<file path="config.mk">
export PLATFORM = sky130hd
export DESIGN_NAME = sorted_insert_priority_queue_core
export DESIGN_NICKNAME = d
export VERILOG_FILES = /design/src/hdl/sipq_pkg.sv /design/src/hdl/sipq_ram.sv /design/src/hdl/sorted_insert_priority_queue_core.sv
export SDC_FILE = /design/constraint.sdc
export NUM_CORES = 1
export LEC_CHECK = 0
export BUFFER_PORTS_ARGS = -buffer_cell sky130_fd_sc_hd__buf_2
export CAP_MARGIN = 0
export CORE_ASPECT_RATIO = 2
export CORE_UTILIZATION = 46
export CTS_BUF_LIST = sky130_fd_sc_hd__clkbuf_8
export CTS_CLUSTER_DIAMETER = 40
export DETAILED_ROUTE_END_ITERATION = 10
export HOLD_SLACK_MARGIN = 0.03
export PLACE_DENSITY = 0.72
export SYNTH_ARGS = -nofsm -noshare
export SYNTH_HDL_FRONTEND = slang
export SYNTH_SLANG_ARGS = --single-unit
export TNS_END_PERCENT = 5
</file>
<file path="constraint.sdc">
create_clock -name aclk -period 3.5 [get_ports aclk]
set_input_delay 0.7 -clock aclk [delete_from_list [all_inputs] [get_ports aclk]]
set_output_delay 0.7 -clock aclk [all_outputs]
set_load 0.01 [all_outputs]
</file>
<file path="src/hdl/sipq_pkg.sv">
// shared types and codes for the sorted-insert priority queue
`timescale 1ns / 1ps

package sipq_pkg;

    localparam int VALUE_W       = 32;
    localparam int STATUS_W      = 2;
    localparam int ENTRY_COUNT_W = 5;

    typedef logic [STATUS_W-1:0] status_t;
    typedef logic [VALUE_W-1:0]  value_t;

    // result status codes
    localparam status_t ST_DONE  = 2'd0;
    localparam status_t ST_EMPTY = 2'd1;
    localparam status_t ST_FULL  = 2'd2;

    // operation codes
    localparam logic OP_INSERT = 1'b0;
    localparam logic OP_REMOVE = 1'b1;

endpackage

</file>
<file path="src/hdl/sipq_ram.sv">
// generic single-write, single-read ram with registered read data
`timescale 1ns / 1ps

module sipq_ram #(
    parameter int WIDTH = 32,
    parameter int DEPTH = 16
) (
    input  logic                     aclk,
    input  logic                     we,
    input  logic [$clog2(DEPTH)-1:0] waddr,
    input  logic [WIDTH-1:0]         wdata,
    input  logic [$clog2(DEPTH)-1:0] raddr,
    output logic [WIDTH-1:0]         rdata
);

    logic [WIDTH-1:0] mem [DEPTH];
    logic [WIDTH-1:0] rdata_reg;

    always_ff @(posedge aclk) begin
        if (we) begin
            mem[waddr] <= wdata;
        end
        rdata_reg <= mem[raddr];
    end

    assign rdata = rdata_reg;

endmodule

</file>
<file path="src/hdl/sorted_insert_priority_queue_core.sv">
// sorted-insert priority queue: ascending store of signed values, insert and pop-min
`timescale 1ns / 1ps

// Keeps up to CAPACITY signed 32-bit values in ascending order in one ram,
// used as a ring with a head pointer so that a remove only moves the head.
// An insert (op 0) walks from the tail toward the head, one stored value per
// step: each step reads one entry, compares it with the new value in the one
// shared signed comparator and either moves the entry up one slot or writes
// the new value into the hole. A new value lands in front of equal values.
// A remove (op 1) reads the head entry and returns it. Every transaction on
// the input gives exactly one result transaction with a status (done, remove
// on empty, insert dropped because full), the removed value (zero unless a
// remove succeeded) and the low five bits of the entry count afterwards.
// Timing: the block takes one item at a time and drops s_ready while working.
// A rejected item goes straight to the result step; a remove reads the head
// and then takes its value; an insert moves each stored value not smaller
// than the new one up one slot, each such entry taking a read step and a
// compare/write step on the single ram port pair. The result sits in an
// output register, so the next item can be accepted while it waits for
// m_ready. The store needs no clearing after reset: only entries below the
// count are ever read, and each of those has been written.

module sorted_insert_priority_queue_core #(
    parameter int CAPACITY = 16
) (
    input  logic                                 aclk,
    input  logic                                 aresetn,

    input  logic                                 s_valid,
    output logic                                 s_ready,
    input  logic                                 s_op,
    input  logic signed [sipq_pkg::VALUE_W-1:0]  s_value,

    output logic                                 m_valid,
    input  logic                                 m_ready,
    output logic [sipq_pkg::STATUS_W-1:0]        m_status,
    output logic signed [sipq_pkg::VALUE_W-1:0]  m_removed_value,
    output logic [sipq_pkg::ENTRY_COUNT_W-1:0]   m_entry_count
);

    // address and count widths follow from the capacity
    localparam int AW = $clog2(CAPACITY);
    localparam int CW = $clog2(CAPACITY + 1);
    localparam int EW = sipq_pkg::ENTRY_COUNT_W;

    localparam logic [AW:0]   CAP_SUM   = (AW + 1)'(CAPACITY);
    localparam logic [CW-1:0] CAP_COUNT = CW'(CAPACITY);
    localparam logic [AW-1:0] HEAD_LAST = AW'(CAPACITY - 1);

    // sequencer states
    localparam logic [2:0] S_IDLE = 3'd0;
    localparam logic [2:0] S_READ = 3'd1;  // issue ram read
    localparam logic [2:0] S_CMP  = 3'd2;  // compare and shift or place
    localparam logic [2:0] S_POP  = 3'd3;  // take head value
    localparam logic [2:0] S_FIN  = 3'd4;  // hand result to output register

    logic [2:0]              state_reg, state_next;
    logic [CW-1:0]           count_reg, count_next;
    logic [AW-1:0]           head_reg, head_next;
    logic [CW-1:0]           idx_reg, idx_next;
    logic                    op_reg, op_next;
    sipq_pkg::value_t        value_reg, value_next;
    sipq_pkg::status_t       res_status_reg, res_status_next;
    sipq_pkg::value_t        res_value_reg, res_value_next;

    logic                    m_valid_reg, m_valid_next;
    sipq_pkg::status_t       m_status_reg, m_status_next;
    sipq_pkg::value_t        m_value_reg, m_value_next;
    logic [EW-1:0]           m_count_reg, m_count_next;

    // ram port signals
    logic                    ram_we;
    logic [AW-1:0]           ram_waddr;
    sipq_pkg::value_t        ram_wdata;
    logic [AW-1:0]           ram_raddr;
    sipq_pkg::value_t        ram_rdata;

    // ring address arithmetic: logical index plus head, wrapped once
    logic [CW-1:0]           rd_k;
    logic [AW:0]             rd_sum, rd_wrap;
    logic [AW:0]             wr_sum, wr_wrap;
    logic [CW+EW-1:0]        count_ext;

    logic                    s_fire;
    logic                    out_free;
    logic                    move_up;

    assign s_fire   = s_valid && s_ready;
    assign out_free = !m_valid_reg || m_ready;

    // insert reads the entry just below the hole, remove reads the head
    assign rd_k    = (op_reg == sipq_pkg::OP_REMOVE) ? '0 : idx_reg - 1'b1;
    assign rd_sum  = {1'b0, head_reg} + {1'b0, rd_k[AW-1:0]};
    assign rd_wrap = (rd_sum >= CAP_SUM) ? rd_sum - CAP_SUM : rd_sum;
    assign wr_sum  = {1'b0, head_reg} + {1'b0, idx_reg[AW-1:0]};
    assign wr_wrap = (wr_sum >= CAP_SUM) ? wr_sum - CAP_SUM : wr_sum;

    assign ram_raddr = rd_wrap[AW-1:0];
    assign ram_waddr = wr_wrap[AW-1:0];

    // the shared comparator: stored entry not smaller than the new value moves up
    assign move_up = $signed(ram_rdata) >= $signed(value_reg);

    assign count_ext = {{EW{1'b0}}, count_next};

    sipq_ram #(
        .WIDTH (sipq_pkg::VALUE_W),
        .DEPTH (CAPACITY)
    ) u_store (
        .aclk  (aclk),
        .we    (ram_we),
        .waddr (ram_waddr),
        .wdata (ram_wdata),
        .raddr (ram_raddr),
        .rdata (ram_rdata)
    );

    always_comb begin
        state_next      = state_reg;
        count_next      = count_reg;
        head_next       = head_reg;
        idx_next        = idx_reg;
        op_next         = op_reg;
        value_next      = value_reg;
        res_status_next = res_status_reg;
        res_value_next  = res_value_reg;
        m_valid_next    = m_valid_reg;
        m_status_next   = m_status_reg;
        m_value_next    = m_value_reg;
        m_count_next    = m_count_reg;
        ram_we          = 1'b0;
        ram_wdata       = value_reg;

        // output register drains independently of the sequencer
        if (m_valid_reg && m_ready) begin
            m_valid_next = 1'b0;
        end

        unique case (state_reg)
            S_IDLE: begin
                if (s_fire) begin
                    op_next         = s_op;
                    value_next      = s_value;
                    idx_next        = count_reg;
                    res_status_next = sipq_pkg::ST_DONE;
                    res_value_next  = '0;
                    if (s_op == sipq_pkg::OP_INSERT) begin
                        if (count_reg == CAP_COUNT) begin
                            res_status_next = sipq_pkg::ST_FULL;
                            state_next      = S_FIN;
                        end else begin
                            state_next = S_READ;
                        end
                    end else begin
                        if (count_reg == '0) begin
                            res_status_next = sipq_pkg::ST_EMPTY;
                            state_next      = S_FIN;
                        end else begin
                            state_next = S_READ;
                        end
                    end
                end
            end
            S_READ: begin
                if (op_reg == sipq_pkg::OP_REMOVE) begin
                    state_next = S_POP;
                end else if (idx_reg == '0) begin
                    // hole reached the head: place the new value there
                    ram_we     = 1'b1;
                    count_next = count_reg + 1'b1;
                    state_next = S_FIN;
                end else begin
                    state_next = S_CMP;
                end
            end
            S_CMP: begin
                ram_we = 1'b1;
                if (move_up) begin
                    ram_wdata  = ram_rdata;
                    idx_next   = idx_reg - 1'b1;
                    state_next = S_READ;
                end else begin
                    count_next = count_reg + 1'b1;
                    state_next = S_FIN;
                end
            end
            S_POP: begin
                res_value_next = ram_rdata;
                head_next      = (head_reg == HEAD_LAST) ? '0 : head_reg + 1'b1;
                count_next     = count_reg - 1'b1;
                state_next     = S_FIN;
            end
            S_FIN: begin
                if (out_free) begin
                    m_valid_next  = 1'b1;
                    m_status_next = res_status_reg;
                    m_value_next  = res_value_reg;
                    m_count_next  = count_ext[EW-1:0];
                    state_next    = S_IDLE;
                end
            end
            default: begin
                state_next = S_IDLE;
            end
        endcase
    end

    always_ff @(posedge aclk) begin
        if (!aresetn) begin
            state_reg   <= S_IDLE;
            count_reg   <= '0;
            head_reg    <= '0;
            m_valid_reg <= 1'b0;
        end else begin
            state_reg   <= state_next;
            count_reg   <= count_next;
            head_reg    <= head_next;
            m_valid_reg <= m_valid_next;
        end
    end

    // payload and work registers
    always_ff @(posedge aclk) begin
        idx_reg        <= idx_next;
        op_reg         <= op_next;
        value_reg      <= value_next;
        res_status_reg <= res_status_next;
        res_value_reg  <= res_value_next;
        m_status_reg   <= m_status_next;
        m_value_reg    <= m_value_next;
        m_count_reg    <= m_count_next;
    end

    assign s_ready         = (state_reg == S_IDLE);
    assign m_valid         = m_valid_reg;
    assign m_status        = m_status_reg;
    assign m_removed_value = m_value_reg;
    assign m_entry_count   = m_count_reg;

`ifndef SYNTHESIS
    // the store never holds more than its capacity
    a_count_bound: assert property (@(posedge aclk) disable iff (!aresetn)
        count_reg <= CAP_COUNT)
        else $error("entry count above capacity");

    // the store is only written while an insert is being worked on
    a_no_idle_write: assert property (@(posedge aclk) disable iff (!aresetn)
        ram_we |-> (op_reg == sipq_pkg::OP_INSERT && state_reg != S_IDLE))
        else $error("ram write outside an insert");

    // one item at a time: no acceptance in the cycle after an acceptance
    a_one_item: assert property (@(posedge aclk) disable iff (!aresetn)
        s_fire |=> !s_ready)
        else $error("input accepted while busy");

    // a rejected or failed item never reports a removed value
    a_reject_zero: assert property (@(posedge aclk) disable iff (!aresetn)
        (m_valid && (m_status == sipq_pkg::ST_FULL || m_status == sipq_pkg::ST_EMPTY))
        |-> (m_removed_value == '0))
        else $error("nonzero value on a failed item");
`endif

endmodule

</file>
==> results_dict.tcl, run 1 <==
set metrics [dict create \
    cap_violations 0 \
    die_h_um 338 \
    hold_path.startpoint "s_value[6]" \
    synth-seq-cells 668 \
    wire_per_inst_um 25.8 \
    cts_buffers 84 \
    initial_core_util_pct 46.7 \
    grt_usage_pct 20.5 \
    timing.final.max_slew_violations 0 \
    status "finished clean" \
    drc 0 \
    fin_nets 1463 \
    clk_pin_slew_ps 70 \
    syn_nets 1307 \
    power_density_nw_per_um2 632 \
    use_met3_pct 3.31 \
    setup_violations 0 \
    cts_tree "built" \
    htreeDepth 3 \
    worstPathMaxFanout 60 \
    drive_gt1_share_pct 32.4 \
    cp-end-kind "flip-flop" \
    regMostFlops "u_store.mem" \
    cts_setup_buffers 0 \
    cp_slowest_cell "fa_4" \
    synthToLayoutAreaGrowth_pct 14.0 \
    tightest_slew_ps 717 \
    dieArea_um2 57400 \
    timing.fmax_mhz 294 \
    grt_most_used_layer "met2" \
    clk_latency_ps 680 \
    grt_max_degree 61 \
    io_pins 78 \
    async_reset_ff_share_pct 0 \
    relSlewSlack_pct 52.0 \
    critPathBufInv 2 \
    grt_pass1_vias 13200 \
    power_w 0.0187 \
    grt_overflow 0 \
    dr.pass1.iters 5 \
    core_area_um2 55600 \
    worstPathCellList "inv_1 > ha_1 > or2_2 > fa_4 > buf_16 > mux4_2 > mux4_2" \
    max-vdd-ir-drop_mv 0.274 \
    synthFlopType "edfxtp_1" \
    rsz0062_at_grt "no" \
    syn_inst 1225 \
    syn_area_um2 25900 \
    crit_arrival_ps 3920 \
    yosys_warnings 0 \
    p_leak_nw 9.83 \
    use_met1_pct 24.6 \
    cp-startpoint "idx_reg[0]$_DFFE_PP_" \
    cts_sinks 668 \
    synth_cell_types 57 \
    critPathKind "flip-flop to flip-flop" \
    crit_path_frequent_cell "mux4_2" \
    start_kind "flip-flop" \
    ant_nets 0 \
    use_met2_pct 36.1 \
    largest_register_ffs 512 \
    postSynthAreaPerCell_um2 21.2 \
    grt_first_pass_wirelength_um 83800 \
    vias_per_cell 5.69 \
    dp_hpwl_um 32100 \
    period_needed_ps 3400 \
    die_w_um 170 \
    clock_path_buffers 3 \
    gp_congestion 0.806 \
    hp-class "input port to flip-flop" \
    reg2reg_from "idx_reg[0]$_DFFE_PP_" \
    crit_required_ps 4020 \
    portBuffers 77 \
    cp_top_family "adder cells" \
    rows 122 \
    fin_util_pct 53.2 \
    finalCritPeriodShare_pct 97.2 \
    post_cts_resize_count 0 \
    fin_skew_ps 37.8 \
    routed_wl_um 56700 \
    antenna_found_initial 2 \
    cts_root_buf "clkbuf_8" \
    ctsHoldBuffers 0 \
    drt_iter0_drc 1060 \
    yosysSeqAreaShare_pct 75.6 \
    hold_viol 0 \
    slowest_delay_ps 850 \
    synth-edff-count 623 \
    num_vias 12500 \
]
[path summary, 6_finish.rpt]
| path | slack, ps | depth (start not counted) | endpoint |
|---|---|---|---|
| max | 100 | 7 | u_store.rdata[29]$_DFF_P_ |
| min | 190 | 1 | value_reg[6]$_DFFE_PP_ |
| max reg2reg | 100 | 7 | u_store.rdata[29]$_DFF_P_ |
| min reg2reg | 420 | 0 | m_removed_value[27]$_DFFE_PP_ |
[where the power goes]
group / total (W) / leakage, nW / internal [W] / switching (W)
Clock: 0.00556 / 0.956 / 0.00278 / 0.00278
Combinational: 0.00333 / 2.83 / 0.00154 / 0.00179
Sequential: 0.00980 / 6.04 / 0.00945 / 0.000344
[layout make-up]
class	count	area (um2)
Timing Repair Buffer	120	1030
Sequential cell	668	19600
Fill cell	4272	26000
Multi-Input combinational cell	467	6140
Tap cell	744	931
Inverter	40	150
Antenna cell	1	2.50
Clock buffer	93	1280
Clock inverter	63	407
[layer usage]
layer  vias to the layer above  wire, um
li1                       5308         -
met1                      6513     20500
met2                       540     30200
met3                       132      3670
met4                         0      2310
met5                         -         0
[layout by cell type, fill, tap and decap left out, types with 3 or more instances in the layout]
cell type,instances
buf_2,77
dfxtp_1,45
xnor2_1,7
xor2_1,8
o21a_1,4
bufinv_16,4
clkinvlp_4,4
a21o_1,3
clkinv_1,12
o21ai_0,9
mux4_2,160
mux2_2,31
nand3_1,4
nor2_4,17
clkbuf_8,93
nor3b_1,4
nor2b_1,6
nand3b_1,4
nand2_1,26
nand4_1,7
buf_4,17
edfxtp_1,623
a21oi_1,26
clkinv_2,14
inv_1,64
buf_12,24
nor2_1,22
nor3_1,5
ha_1,42
and2_1,36
[metrics by stage]
step / cells / setup WS (ps) / hold slack [ps] / cell area [um2] / setup TNS, ps
6_report: 2196 / 96.6 / 192 / 29500 / 0
3_5_place_dp: 2039 / 101 / 405 / 27800 / 0
4_1_cts: 2195 / 46.2 / 145 / 29500 / 0
3_3_place_gp: 2039 / 129 / 401 / 27800 / 0
2_1_floorplan: 1225 / -148 / 400 / 25900 / -18530
5_1_grt: 2196 / 5.64 / 162 / 29500 / 0
[cell usage after synthesis, types with 8 or more instances]
library cell / count / area share [%]
o21ai_0: 9 / 0.17
nand2_1: 27 / 0.39
edfxtp_1: 623 / 72
mux4_2: 160 / 14
dfxtp_1: 45 / 3.5
xor2_1: 8 / 0.27
xnor2_1: 9 / 0.30
nor2_1: 40 / 0.58
mux2_2: 31 / 1.3
and2_1: 36 / 0.87
clkbuf_1: 40 / 0.58
inv_1: 40 / 0.58
ha_1: 43 / 2.1
a21oi_1: 26 / 0.50
[cell families (layout without fill, tap and decap cells)]
group                    count (synthesis)  after routing  share of synthesized area (%)
adder cells (fa/ha/maj)                 45             45                           2.23
multiplexers                           191            191                           15.2
flip-flops                             668            668                           75.6
XOR/XNOR                                17             17                          0.574
other                                    0              1                              0
AND/OR/NAND/NOR                        154            154                           3.39
AO/OA/AOI/OAI                           60             60                           1.58
buffers and inverters                   90            316                           1.34
(Power assumes the default switching activity.)
==> inputs of run 2 (changes only) <==
RECOVER_POWER = 100   (was unset)
==> results_dict.tcl, run 2 (same netlist as run 1, synthesis figures left out) <==
set metrics [dict create \
    status "finished, violations left" \
    failed_checks "max-capacitance violations, max-slew violations" \
    r2r_slack_ps 100 \
    cts_tree "built" \
    worstPathMaxFanout 60 \
    clk_latency_ps 670 \
    worstHoldPathCells 1 \
    period_needed_ps 3400 \
    post_cts_resize_count 0 \
    rows 122 \
    switchingPower_w 0.00491 \
    routed_wl_um 56700 \
    n_fill_cell 4309 \
    initial_core_util_pct 46.7 \
    stdcell_area_um2 29200 \
    timing.fmax_mhz 295 \
    cts_sinks 668 \
    die_h_um 338 \
    antenna_found_initial 1 \
    io_pins 78 \
    rsz0062_at_grt "no" \
    fin_skew_ps 33.3 \
    cts_buffers 84 \
    pwr-share-comb_pct 17.5 \
    final-instance-count-excl-fill 2196 \
    wire_per_inst_um 25.8 \
    fin_util_pct 52.6 \
    largest_register_ffs 512 \
    start_kind "flip-flop" \
    drc 0 \
    use_met3_pct 3.31 \
    fin_nets 1463 \
    core_area_um2 55600 \
    num_vias 12500 \
    crit_required_ps 4020 \
    place_area_um2 27800 \
    min_delay_worst_endpoint "value_reg[6]$_DFFE_PP_" \
    cts_root_buf "clkbuf_8" \
    reg2reg_from "idx_reg[0]$_DFFE_PP_" \
    cp-end-kind "flip-flop" \
    ant_nets 0 \
    ctsHoldBuffers 0 \
    hold_path.startpoint "s_value[6]" \
    portBuffers 77 \
    drt_iter0_drc 1018 \
    clk_pin_slew_ps 70 \
    setup_violations 0 \
    grt_first_pass_wirelength_um 83800 \
    power_w 0.0186 \
    swShare_pct 26.3 \
    pwr-share-clk_pct 29.9 \
    tightest_slew_ps 1670 \
    gp_congestion 0.806 \
    drive_gt1_share_pct 26.3 \
    finalCritPeriodShare_pct 97.0 \
    max-vdd-ir-drop_mv 0.274 \
    grt_pass1_vias 13200 \
    final_common_cell "edfxtp_1" \
    pwr-share-seq_pct 52.7 \
    ff2ff_path_depth 7 \
    p_int_w 0.0137 \
    use_met2_pct 36.1 \
    dp.cells 2039 \
    synthToLayoutAreaGrowth_pct 12.8 \
    vias_per_cell 5.69 \
    relSlewSlack_pct -11.7 \
    critPathKind "flip-flop to flip-flop" \
    timing.final.max_slew_violations 20 \
    crit_arrival_ps 3910 \
    grt_max_degree 61 \
    die_w_um 170 \
    cap_violations 1 \
    cts_setup_buffers 0 \
    dieArea_um2 57400 \
    dp_hpwl_um 32100 \
    hp-class "input port to flip-flop" \
    hold_viol 0 \
    dr.pass1.iters 5 \
    grt_overflow 0 \
    p_leak_nw 9.57 \
    reg2reg_to "u_store.rdata[29]$_DFF_P_" \
    grt_usage_pct 20.5 \
    clock_path_buffers 3 \
    grt_most_used_layer "met2" \
    power_density_nw_per_um2 637 \
    regMostFlops "u_store.mem" \
    htreeDepth 3 \
    final_cell_mix "623 x edfxtp_1, 160 x mux4_2, 93 x clkbuf_8" \
    use_met1_pct 24.6 \
]
run 2: metrics by stage:
stage / TNS (ps) / worst slack [ps] / hold WS [ps]
after floorplan: -18530 / -148 / 400
after CTS: 0 / 46.2 / 145
final: 0 / 104 / 197
after global placement: 0 / 129 / 401
after global routing: 0 / 3.14 / 162
after detailed placement: 0 / 101 / 405
run 2: power by group through the flow:
| stage | combinational (W) | sequential [W] | clock [W] |
|---|---|---|---|
| detailed placement | 0.00336 | 0.00997 | 0 |
| finish | 0.00326 | 0.00981 | 0.00556 |
| global route | 0.00352 | 0.00984 | 0.00599 |
| global placement | 0.00325 | 0.00996 | 0 |
| floorplan | 0.00234 | 0.00980 | 0 |
| CTS | 0.00337 | 0.00979 | 0.00569 |
run 2: how the worst max path moves through the flow:
stage | from | end | slack (ps)
2_1_floorplan | idx_reg[1]$_DFFE_PP_ | u_store.mem[4][0]$_DFFE_PP_ | -150
3_3_place_gp | idx_reg[0]$_DFFE_PP_ | u_store.rdata[29]$_DFF_P_ | 130
3_5_place_dp | idx_reg[0]$_DFFE_PP_ | u_store.rdata[23]$_DFF_P_ | 100
4_1_cts | idx_reg[0]$_DFFE_PP_ | u_store.rdata[29]$_DFF_P_ | 50
5_1_grt | value_reg[11]$_DFFE_PP_ | u_store.mem[7][18]$_DFFE_PP_ | 3
6_report | idx_reg[0]$_DFFE_PP_ | u_store.rdata[29]$_DFF_P_ | 100
run 2: per-layer routing:
metal / routed length, um / vias up
met4: 2230 / 0
met3: 3580 / 122
li1: - / 5302
met5: 0 / -
met1: 20600 / 6521
met2: 30300 / 540
run 2: final cells by class:
type	instances	area, um2	area share, %
diodes	1	2.50	0.00856
clock buffers	93	1280	4.38
clock inverters	63	407	1.39
repair buffers	120	757	2.59
multi-input cells	467	6110	20.9
well taps	744	931	3.18
flip-flops and latches	668	19600	67.0
inverters	40	150	0.513
run 2: critical path, cell delays in order (launching register included):
cell	delay, ps
edfxtp_1	450
inv_1	70
ha_1	320
or2_2	310
fa_4	850
buf_16	300
mux4_2	380
mux4_2	470
==> inputs of run 3 (changes only) <==
clock period = 3 ns   (was 3.5 ns; I/O delays follow)
==> results_dict.tcl, run 3 (same netlist as run 1, synthesis figures left out) <==
set metrics [dict create \
    status "finished, violations left" \
    failed_checks "negative setup slack" \
    io_pins 78 \
    fin_util_pct 54.6 \
    cp-end-kind "flip-flop" \
    crit_required_ps 3550 \
    final_cell_mix "623 x edfxtp_1, 160 x mux4_2, 91 x clkbuf_8" \
    cts_sinks 668 \
    power_density_nw_per_um2 753 \
    switchingPower_w 0.00602 \
    endpoint "u_store.rdata[8]$_DFF_P_" \
    stdcell_area_um2 30300 \
    reg2reg_from "idx_reg[0]$_DFFE_PP_" \
    place_area_um2 28700 \
    grt_first_pass_wirelength_um 83900 \
    gp_congestion 0.833 \
    htreeDepth 3 \
    hp-class "input port to flip-flop" \
    grt_pass1_vias 13300 \
    final-instance-count-excl-fill 2284 \
    relSlewSlack_pct 33.0 \
    timing.fmax_mhz 326 \
    tightest_slew_ps 1000 \
    hold_ws_ps 90.2 \
    dp_slack_ps -191 \
    die_h_um 338 \
    setup_violations 251 \
    ant_nets 0 \
    die_w_um 170 \
    p_leak_nw 10.3 \
    dp_hpwl_um 33800 \
    pwr-share-comb_pct 20.2 \
    rsz0062_at_grt "yes" \
    worstPathMaxFanout 8 \
    hold_viol 0 \
    r2r_slack_ps -70 \
    drive_gt1_share_pct 33.4 \
    crit_arrival_ps 3620 \
    dr.pass1.iters 5 \
    regMostFlops "u_store.mem" \
    drc 0 \
    vias_per_cell 5.62 \
    p_int_w 0.0168 \
    final_common_cell "edfxtp_1" \
    clock_path_buffers 3 \
    dieArea_um2 57400 \
    period_needed_ps 3070 \
    swShare_pct 26.4 \
    critPathKind "flip-flop to flip-flop" \
    cap_violations 0 \
    finalCritPeriodShare_pct 102 \
    ff2ff_path_depth 9 \
    dp.cells 2104 \
    finalWorstSetupSlack_ps -71.5 \
    drt_iter0_drc 1053 \
    initial_core_util_pct 46.7 \
    cts_tree "built" \
    fin_skew_ps 38.4 \
    cp-startpoint "idx_reg[0]$_DFFE_PP_" \
    cts_buffers 87 \
    clk_pin_slew_ps 70 \
    clk_latency_ps 680 \
    max-vdd-ir-drop_mv 0.350 \
    num_vias 12800 \
    reg2reg_to "u_store.rdata[8]$_DFF_P_" \
    core_area_um2 55600 \
    largest_register_ffs 512 \
    portBuffers 77 \
    cts_root_buf "clkbuf_8" \
    routed_wl_um 57600 \
    start_kind "flip-flop" \
    rows 122 \
    grt_overflow 0 \
    fin_nets 1548 \
    pwr-share-seq_pct 50.0 \
    ctsHoldBuffers 0 \
    antenna_found_initial 1 \
    synthToLayoutAreaGrowth_pct 17.0 \
    grt_usage_pct 20.7 \
    grt_max_degree 56 \
    pwr-share-clk_pct 29.7 \
    wire_per_inst_um 25.2 \
    timing.final.max_slew_violations 0 \
]
run 3: power groups by stage:
stage / clock, W / sequential [W] / combinational [W]
finish: 0.00680 / 0.0114 / 0.00462
floorplan: 0 / 0.0114 / 0.00274
global route: 0.00730 / 0.0115 / 0.00495
detailed placement: 0 / 0.0116 / 0.00431
global placement: 0 / 0.0116 / 0.00420
CTS: 0.00695 / 0.0114 / 0.00460
run 3: timing repair:
item	in CTS	in global routing
pin swaps	5	13
buffers inserted	9	6
gates cloned	4	0
setup endpoints to repair	536	510
resized for setup	39	28
run 3: final cells by class:
cell class | count | area, um2
repair buffers | 201 | 1570
clock inverters | 71 | 515
clock buffers | 91 | 1250
flip-flops and latches | 668 | 19600
well taps | 744 | 931
diodes | 1 | 2.50
inverters | 40 | 150
multi-input cells | 468 | 6310
fillers | 4239 | 25200
run 3: how the worst min path moves through the flow:
| stage | from | end | slack (ps) | cells past startpoint |
|---|---|---|---|---|
| after floorplan | res_value_reg[0]$_SDFFCE_PN0P_ | m_removed_value[0]$_DFFE_PP_ | 400 | 0 |
| after global placement | res_value_reg[31]$_SDFFCE_PN0P_ | m_removed_value[31]$_DFFE_PP_ | 400 | 0 |
| after detailed placement | res_value_reg[27]$_SDFFCE_PN0P_ | m_removed_value[27]$_DFFE_PP_ | 400 | 0 |
| after CTS | s_value[1] | value_reg[1]$_DFFE_PP_ | 30 | 1 |
| after global routing | s_value[21] | value_reg[21]$_DFFE_PP_ | 60 | 1 |
| final | s_value[1] | value_reg[1]$_DFFE_PP_ | 90 | 1 |
run 3: worst max-delay path: stages (launching register included):
cell	delay (ps)
edfxtp_1	410
inv_2	90
ha_4	200
or2_4	230
fa_4	790
buf_12	160
buf_12	140
buf_6	120
mux4_2	290
mux4_2	500
run 3: per-layer routing:
layer  track usage, %  vias to the layer above  share of wire (%)
met4             9.60                        0                3.9
met2             37.7                      484                 55
met1             23.6                     6744                 36
met3             3.28                      128                5.4
met5                0                        -                  0
li1                 -                     5485                  -
run 3: stage by stage:
stage / total power [W] / TNS (ps)
CTS: 0.0229 / -800
detailed placement: 0.0159 / -25700
global placement: 0.0158 / -15690
finish: 0.0228 / -4820
global route: 0.0237 / -43280
floorplan: 0.0142 / -203490
